File: src/rtl/assert_macros.svh
// Assertion macros shared by the strided mean RTL.
`ifndef ASSERT_MACROS_SVH
`define ASSERT_MACROS_SVH
`ifndef NO_ASSERTIONS
`define SRM_ASSERT_IMP(label, ante, cons) \
	label: assert property (@(posedge clk) disable iff (!arst_n) (ante) |-> (cons)) \
		else $error("assertion failed");
`define SRM_ASSERT_NXT(label, ante, cons) \
	label: assert property (@(posedge clk) disable iff (!arst_n) (ante) |=> (cons)) \
		else $error("assertion failed");
`else
`define SRM_ASSERT_IMP(label, ante, cons)
`define SRM_ASSERT_NXT(label, ante, cons)
`endif
`endif

File: src/rtl/srm_pkg.sv
// Package for the strided mean block: widths, register codes, result item type.
`timescale 1ns / 1ps
package srm_pkg;
	localparam int SAMPLE_BITS = 16;
	localparam int MAX_INNER   = 1024;
	localparam int COL_BITS    = $clog2(MAX_INNER);
	localparam int ILEN_BITS   = 11;
	localparam int ROW_BITS    = 16;
	localparam int ACC_BITS    = 32;
	localparam int RECIP_BITS  = 17;
	localparam int PROD_BITS   = ACC_BITS + RECIP_BITS + 1;
	localparam int MEAN_BITS   = 16;
	localparam int FRAC_BITS   = 16;
	localparam int CFG_IDX_BITS  = 2;
	localparam int CFG_DATA_BITS = 17;
	localparam int FIFO_DEPTH  = 8;
	localparam int FIFO_AW     = $clog2(FIFO_DEPTH);
	localparam int FIFO_CW     = FIFO_AW + 1;
	localparam int OUT_TDATA_BITS = 32;

	localparam logic [RECIP_BITS-1:0] RECIP_ONE = RECIP_BITS'(65536);
	localparam logic signed [MEAN_BITS-1:0] MEAN_MAX = 16'sh7FFF;
	localparam logic signed [MEAN_BITS-1:0] MEAN_MIN = 16'sh8000;

	typedef enum logic [CFG_IDX_BITS-1:0] {
		CFG_REDUCE_LEN = 2'd0,
		CFG_INNER_LEN  = 2'd1,
		CFG_RECIPROCAL = 2'd2
	} cfg_reg_t;

	typedef struct packed {
		logic                        block_end;
		logic [COL_BITS-1:0]         position;
		logic signed [MEAN_BITS-1:0] mean;
	} srm_result_t;
endpackage

File: src/rtl/srm_fifo.sv
// Output queue for result items; count is exported for input credit.
`timescale 1ns / 1ps
`include "assert_macros.svh"
module srm_fifo (
	input  logic                         clk,
	input  logic                         arst_n,
	input  logic                         push,
	input  srm_pkg::srm_result_t         push_item,
	output logic                         m_valid,
	input  logic                         m_ready,
	output srm_pkg::srm_result_t         m_item,
	output logic [srm_pkg::FIFO_CW-1:0]  count
);
	import srm_pkg::*;

	srm_result_t          store_q [FIFO_DEPTH];
	logic [FIFO_AW-1:0]   wr_ptr_q;
	logic [FIFO_AW-1:0]   rd_ptr_q;
	logic [FIFO_CW-1:0]   count_q;
	logic                 pop;

	assign m_valid = (count_q != '0);
	assign pop     = m_valid && m_ready;
	assign m_item  = store_q[rd_ptr_q];
	assign count   = count_q;

	always_ff @(posedge clk) begin
		if (push) begin
			store_q[wr_ptr_q] <= push_item;
		end
	end

	always_ff @(posedge clk or negedge arst_n) begin
		if (!arst_n) begin
			wr_ptr_q <= '0;
			rd_ptr_q <= '0;
			count_q  <= '0;
		end else begin
			if (push) begin
				wr_ptr_q <= wr_ptr_q + FIFO_AW'(1);
			end
			if (pop) begin
				rd_ptr_q <= rd_ptr_q + FIFO_AW'(1);
			end
			if (push && !pop) begin
				count_q <= count_q + FIFO_CW'(1);
			end else if (pop && !push) begin
				count_q <= count_q - FIFO_CW'(1);
			end
		end
	end

	`SRM_ASSERT_IMP(a_no_overflow, push && !pop, count_q < FIFO_CW'(FIFO_DEPTH))
	`SRM_ASSERT_NXT(a_count_up, push && !pop, count_q == $past(count_q) + FIFO_CW'(1))
	`SRM_ASSERT_NXT(a_count_down, pop && !push, count_q == $past(count_q) - FIFO_CW'(1))
endmodule

File: config.mk
export PLATFORM = sky130hd
export DESIGN_NAME = srm_fifo
export DESIGN_NICKNAME = d
export VERILOG_FILES = /design/src/rtl/srm_pkg.sv /design/src/rtl/srm_fifo.sv
export VERILOG_INCLUDE_DIRS = /design/src /design/src/rtl
export SDC_FILE = /design/constraint.sdc
export NUM_CORES = 1
export LEC_CHECK = 0
export BUFFER_PORTS_ARGS = -buffer_cell sky130_fd_sc_hd__buf_2
export CORE_ASPECT_RATIO = 2
export CORE_MARGIN = 2
export CORE_UTILIZATION = 35
export DETAILED_ROUTE_END_ITERATION = 8
export GPL_TIMING_DRIVEN = 0
export HOLD_SLACK_MARGIN = 0.08
export SLEW_MARGIN = 0
export SYNTH_ARGS = -nofsm -noshare
export SYNTH_HDL_FRONTEND = slang
export SYNTH_SLANG_ARGS = --single-unit
export TNS_END_PERCENT = 30
File: constraint.sdc
create_clock -name clk -period 6.2 [get_ports clk]
set_input_delay 0 -clock clk [delete_from_list [all_inputs] [get_ports clk]]
set_output_delay 0 -clock clk [all_outputs]
set_load 0.05 [all_outputs]
==> metrics.txt, run 1 <==
total global-route track usage a little over an eighth; Die Y-Extent 228.7 um; worst-margin pin slew 0.7831 ns; TritonCTS Buffers 19; number of gates resized after cts 0; Fin. Hold Viols 0; Mapped Area 0.008837 mm2; ratio of cells with drive above 1 in the final layout 33.20%; cell-internal power 3.429 mW; first-pass GRT wire length about 27 mm; area share of and/or/nand/nor cells after synthesis 1.388%; clock slew seen by the registers of the worst setup and hold paths 0.07 ns; vias per cell about 4.8; Clock Latency Late Sink 0.49 ns; Detailed Place HPWL 11.64 mm; P_sw 1.908 mW; Setup Viol. Count Final 0; CP Class reg -> reg; TritonCTS clock tree built; CTS root buffer clkbuf_16; pin count of the biggest net entering global routing 22; H-tree depth 1; setup bufs post-CTS 0; core region area 0.02493 mm2; Worst EP arrival 3.26 ns; combinational share of power between 30 and 40%; LEAKAGE 3.631 nW; Synth Area in XOR/XNOR 0.5946%; CP max stage cell or4_1; CP max stage delay 0.59 ns; area occupied by multi-input gates slightly above 0.002 mm2; Async SR Flop Fraction 4.425%; initial antenna violation count 0; post-synthesis mux area share 19.10%; Final Cell Area 0.01078 mm2; port buffer count 62; total congestion overflow 0; vias in the first global route 4522; Hold WC Path Type in -> reg; Ys Warns 0; Detailed Route WL approximately 18 mm; # fillers between 2000 and 2500; most common cell in the netlist edfxtp_1; Synth top area share 73.40%; setup slack after layout 3.304 ns; Setup TNS 0 ns; Sequential Area 0.006736 mm2; critical path launch point type flop; clock period minus final worst setup slack between 2 and 3 ns; Power Dens Cells between 400 and 500 mW/mm2; Post-Syn Area per Cell ~24 um2; Post-synth EDFFs 216; row cnt 82; Clk network pwr share 23.2%; nets@finish 534; diode count 0; remaining routing DRC violations 0; Synth area leaders edfxtp_1 (73%), mux4_1 (9.8%), mux4_2 (5.4%); RePlAce Congestion 0.6786; Synth Instances about 370; Final Max Tran Viols 0; Starting Density 35.45%; Max-cap violations 0; cts hold-fix bufs 31; final cycle utilization of the critical path 46.71%; vias 4085; pre-CTS WS 3.365 ns; Synth Flop Type edfxtp_1; dpl cell area 0.009826 mm2; First DRT Iteration DRCs 260; placed instance count 781; DRT Pass-1 Iters 4; final hold slack 0.3092 ns; Synth Area in Adders 0.9344%; compound-cell area share of the yosys netlist 0.4672%; sequential-to-total area share from yosys stat 76.23%; Fmax roughly 350 MHz; Post-Route Skew between 0.01 and 0.015 ns; Critical Path RT 6.56 ns; Area Growth Syn to Fin 21.93%; Util after Layout between 40 and 50%; Die X 116.4 um; Seq pwr share 37.5%; maximum fanout along the worst path 6; worst-path cell chain or4_1 -> nand2_1 -> ha_1 -> inv_1 -> ha_1 -> or4_1 -> o211ai_1 -> o211ai_1; TritonCTS Sinks 226; Power, Total 5.337 mW; Die Area 0.02661 mm2; CP endpoint kind flop; RSZ-0062 raised after global routing no; wire length per cell 20.80 um; largest family of logic cells by synthesized area multiplexers; Sw Share approximately 36%; VDD IR max between 0.3 and 0.4 mV; Post-synth top cells edfxtp_1 (216), mux4_1 (33), mux2_2 (30); Synth cell types 28; Top-Level Pins 63; Routed Antenna Nets 0; Seq cells post-synth 226; status completed; Max-slew headroom 47.51%; Synth Net Count slightly above 400; Cell Count, Final, Fillers Out 845; Yosys top cell by area edfxtp_1; Max clock buf depth 3; FF-to-FF setup slack 3.30 ns
==> path summary, 6_finish.rpt <==
check	start	to	cells after the start
max reg2reg	count[0]	count[3]	8
min in group asynchronous	arst_n	count[0]	3
min	push_item[22]	store_q[2][22]	2
max in group asynchronous	arst_n	rd_ptr_q[2]	3
min reg2reg	count[2]	count[2]	2
max	count[0]	count[3]	8
==> kinds of logic after synthesis <==
kind of cell,after synthesis
adders and majority gates,6
and+or+nand+nor,25
AOI/OAI and AO/OA,6
muxes,85
DFF,226
xor gates and xnor gates,6
buffers and inverters,17
==> power by group through the flow <==
stage / sequential, mW / clock, mW / combinational (mW)
floorplan: 2.06 / 0 / 1.50
global placement: 2.03 / 0 / 2.00
detailed placement: 2.04 / 0 / 2.12
CTS: 2.00 / 1.26 / 2.14
global route: 2.02 / 1.32 / 2.22
finish: 2.00 / 1.24 / 2.09
==> state kept, by name (all words and copies together), names as in the netlist <==
| signal | flops |
|---|---|
| rd_ptr_q | 3 |
| wr_ptr_q | 3 |
| store_q | 216 |
| count | 4 |
==> routing by layer <==
metal / track usage, % / up-vias / wire length (um)
li1: - / 1840 / -
met1: 15.34 / 2136 / 6640
met2: 25.58 / 87 / 9961
met3: 1.591 / 22 / 592
met4: 4.501 / 0 / 377
met5: 0 / - / 0
==> worst max-delay path, delay by kind of cell, from the launching register on <==
kind	cells	cell delay, ns
flip-flops	1	0.47
AND/OR/NAND/NOR	3	1.27
adder cells (fa/ha/maj)	2	0.66
AO/OA/AOI/OAI	2	0.23
buffers and inverters	1	0.14
==> cells in the final DEF, fill, tap and decap left out, types with 4 or more instances in the layout <==
cell / n
nand2_1: 6
dlygate4sd3_1: 31
nor2_4: 6
bufinv_16: 4
mux4_2: 21
mux2_2: 30
clkbuf_1: 4
xnor2_1: 5
clkbuf_16: 19
ha_1: 5
buf_12: 4
mux4_1: 33
edfxtp_1: 216
clkinv_1: 4
buf_1: 5
buf_6: 12
buf_2: 65
dfrtp_1: 10
==> layout make-up <==
type,instances,area share [%]
buffer,16,1.022
clock buffer,22,4.517
inverter,1,0.03484
timing repair buffer,105,7.641
sequential,226,62.52
clock inverter,11,1.417
tap,336,3.902
multi-input combinational,128,18.95
Power figures use the tool's default switching activity.
==> run 2: changes to the inputs <==
- clock period: 6.2 -> 2.8 ns (I/O delays scaled with it)
==> metrics.txt, run 2 (synthesized netlist as in run 1, its figures left out) <==
worst reg2reg path startpoint count[1]; Hold WC Path Type in -> reg; Detailed Place HPWL 11.53 mm (-0.93%); CP endpoint kind output pin; critical path launch point type flop; vias in the first global route 4523 (+0.022%); max FFs per register 216 (unchanged); Setup Viol. Count Final 0 (unchanged); Clock Latency Late Sink 0.50 ns (about the same); vias 4142 (+1.4%); total global-route track usage 13.75% (+0.22 points); final cycle utilization of the critical path 94.49%; P_sw 4.248 mW (+120%); Setup TNS 0 ns (unchanged); Final Cell Area 0.01075 mm2 (-0.24%); pin count of the biggest net entering global routing 20 (-9.1%); Cell Count, Final, Fillers Out 844 (-0.12%); H-tree depth 1 (unchanged); nets@finish 533 (-0.19%); worst-path cell chain clkbuf_2 -> buf_1 -> mux4_2 -> mux2_2 -> buf_2; placed instance count 780 (-0.13%); Crit Reg-Reg Endpoint count[3]; diode count 0 (unchanged); RePlAce Congestion 0.7043 (+3.8%); Post-Route Skew 0.01414 ns (+0.003486 ns); Sw Share 36.60% (+0.85 points); CP Class reg -> out; Top reg by flops store_q; ratio of cells with drive above 1 in the final layout 34.45% (+1.2 points); VDD IR max 0.8156 mV (+120%); Hold Path Depth 2 (unchanged); Starting Density 35.45% (unchanged); CP max stage cell buf_1; Fmax 378.0 MHz; clock period minus final worst setup slack 2.646 ns; CP max stage delay 0.59 ns (about the same); status completed; wire length per cell 20.97 um (+0.84%); Hold EP store_q[6][10]; Area Growth Syn to Fin 21.63%; combinational share of power 40.0% (+0.7 points); Final Max Tran Viols 0 (unchanged); Die X 116.4 um (unchanged); Detailed Route WL 17.70 mm (+0.72%); reg2reg path depth 8 (unchanged); worst hold start push_item[10]; clock slew seen by the registers of the worst setup and hold paths 0.08 ns (about the same); Die Area 0.02661 mm2 (unchanged); Critical Path RT 2.80 ns (-3.76 ns); maximum fanout along the worst path 10 (+4); cell-internal power 7.358 mW (+110%); remaining routing DRC violations 0 (unchanged); Max clock buf depth 3 (unchanged); Die Y-Extent 228.7 um (unchanged); TritonCTS Sinks 226 (unchanged); initial antenna violation count 0 (unchanged); commonest cells after routing, fill and taps aside edfxtp_1 (216), buf_2 (65), mux4_1 (33); Top-Level Pins 63 (unchanged); First DRT Iteration DRCs 252 (-3.1%); Routed Antenna Nets 0 (unchanged); TritonCTS Buffers 19 (unchanged); worst-margin pin slew 0.7972 ns (+0.01412 ns); Seq pwr share 38.3% (+0.8 points); total congestion overflow 0 (unchanged); row cnt 82 (unchanged); TritonCTS clock tree built; crit path buf inv count 3 (+2); port buffer count 62 (unchanged); CTS root buffer clkbuf_16; first-pass GRT wire length 26.84 mm (+0.16%); FF-to-FF setup slack 0.18 ns (-3.12 ns); final hold slack 0.3070 ns (-0.002140 ns); commonest non-fill, non-tap cell in the layout edfxtp_1; dpl cell area 0.009849 mm2 (+0.24%); Worst EP arrival 2.65 ns (-0.61 ns); RSZ-0062 raised after global routing no; vias per cell 4.908 (+1.5%); LEAKAGE 3.602 nW (-0.80%); Power Dens Cells 1080 mW/mm2 (+120%); Max-slew headroom 46.85% (-0.66 points); core region area 0.02493 mm2 (unchanged); Util after Layout 43.11% (-0.11 points); cell family with most CP delay buffers and inverters; Clk network pwr share 21.7% (-1.5 points); Fin. Hold Viols 0 (unchanged); DRT Pass-1 Iters 6 (+2); Max-cap violations 0 (unchanged)
==> run 2: cell type report <==
type / count / area [um2]
Buffer: 16 / 110.1
Clock buffer: 25 / 498.0
Clock inverter: 8 / 83.83
Fill cell: 2145 / 14180
Inverter: 1 / 3.754
Multi-Input combinational cell: 128 / 2059
Sequential cell: 226 / 6739
Tap cell: 336 / 420.4
Timing Repair Buffer: 104 / 834.6
==> run 2: worst max path at each step <==
stage,startpoint,end,cells past startpoint
2_1_floorplan,count[3],count[3],8
3_3_place_gp,wr_ptr_q[0],store_q[2][20],1
3_5_place_dp,count[1],count[3],8
4_1_cts,count[1],count[3],8
5_1_grt,rd_ptr_q[1],m_item[15],5
6_report,rd_ptr_q[1],m_item[15],5
==> run 2: through the flow <==
step	power [mW]	worst slack, ns
2_1_floorplan	7.899	-0.05864
3_3_place_gp	8.969	-1.883
3_5_place_dp	9.239	0.04636
4_1_cts	11.80	0.01765
5_1_grt	12.12	0.03488
6_report	11.61	0.1542
==> run 2: power by group through the flow <==
stage	Clock, mW	Sequential [mW]	Combinational (mW)
floorplan	0	4.57	3.33
global placement	0	4.51	4.46
detailed placement	0	4.52	4.72
CTS	2.59	4.45	4.76
global route	2.71	4.49	4.93
finish	2.52	4.44	4.64
==> run 2: layer usage <==
| layer | track usage [%] | up-vias | wire length, um |
|---|---|---|---|
| li1 | - | 1840 | - |
| met1 | 15.34 | 2204 | 6548 |
| met2 | 26.02 | 74 | 10190 |
| met3 | 1.618 | 24 | 533 |
| met4 | 5.022 | 0 | 426 |
| met5 | 0 | - | 0 |
==> run 2: repair_timing <==
| action | 4_1_cts | 5_1_grt |
|---|---|---|
| endpoints found under the hold margin | 232 | 0 |
| setup endpoints to repair | 0 | 1 |
| gates resized for setup | 0 | 3 |
| hold buffers | 31 | 0 |
| buffers inserted | 0 | 0 |
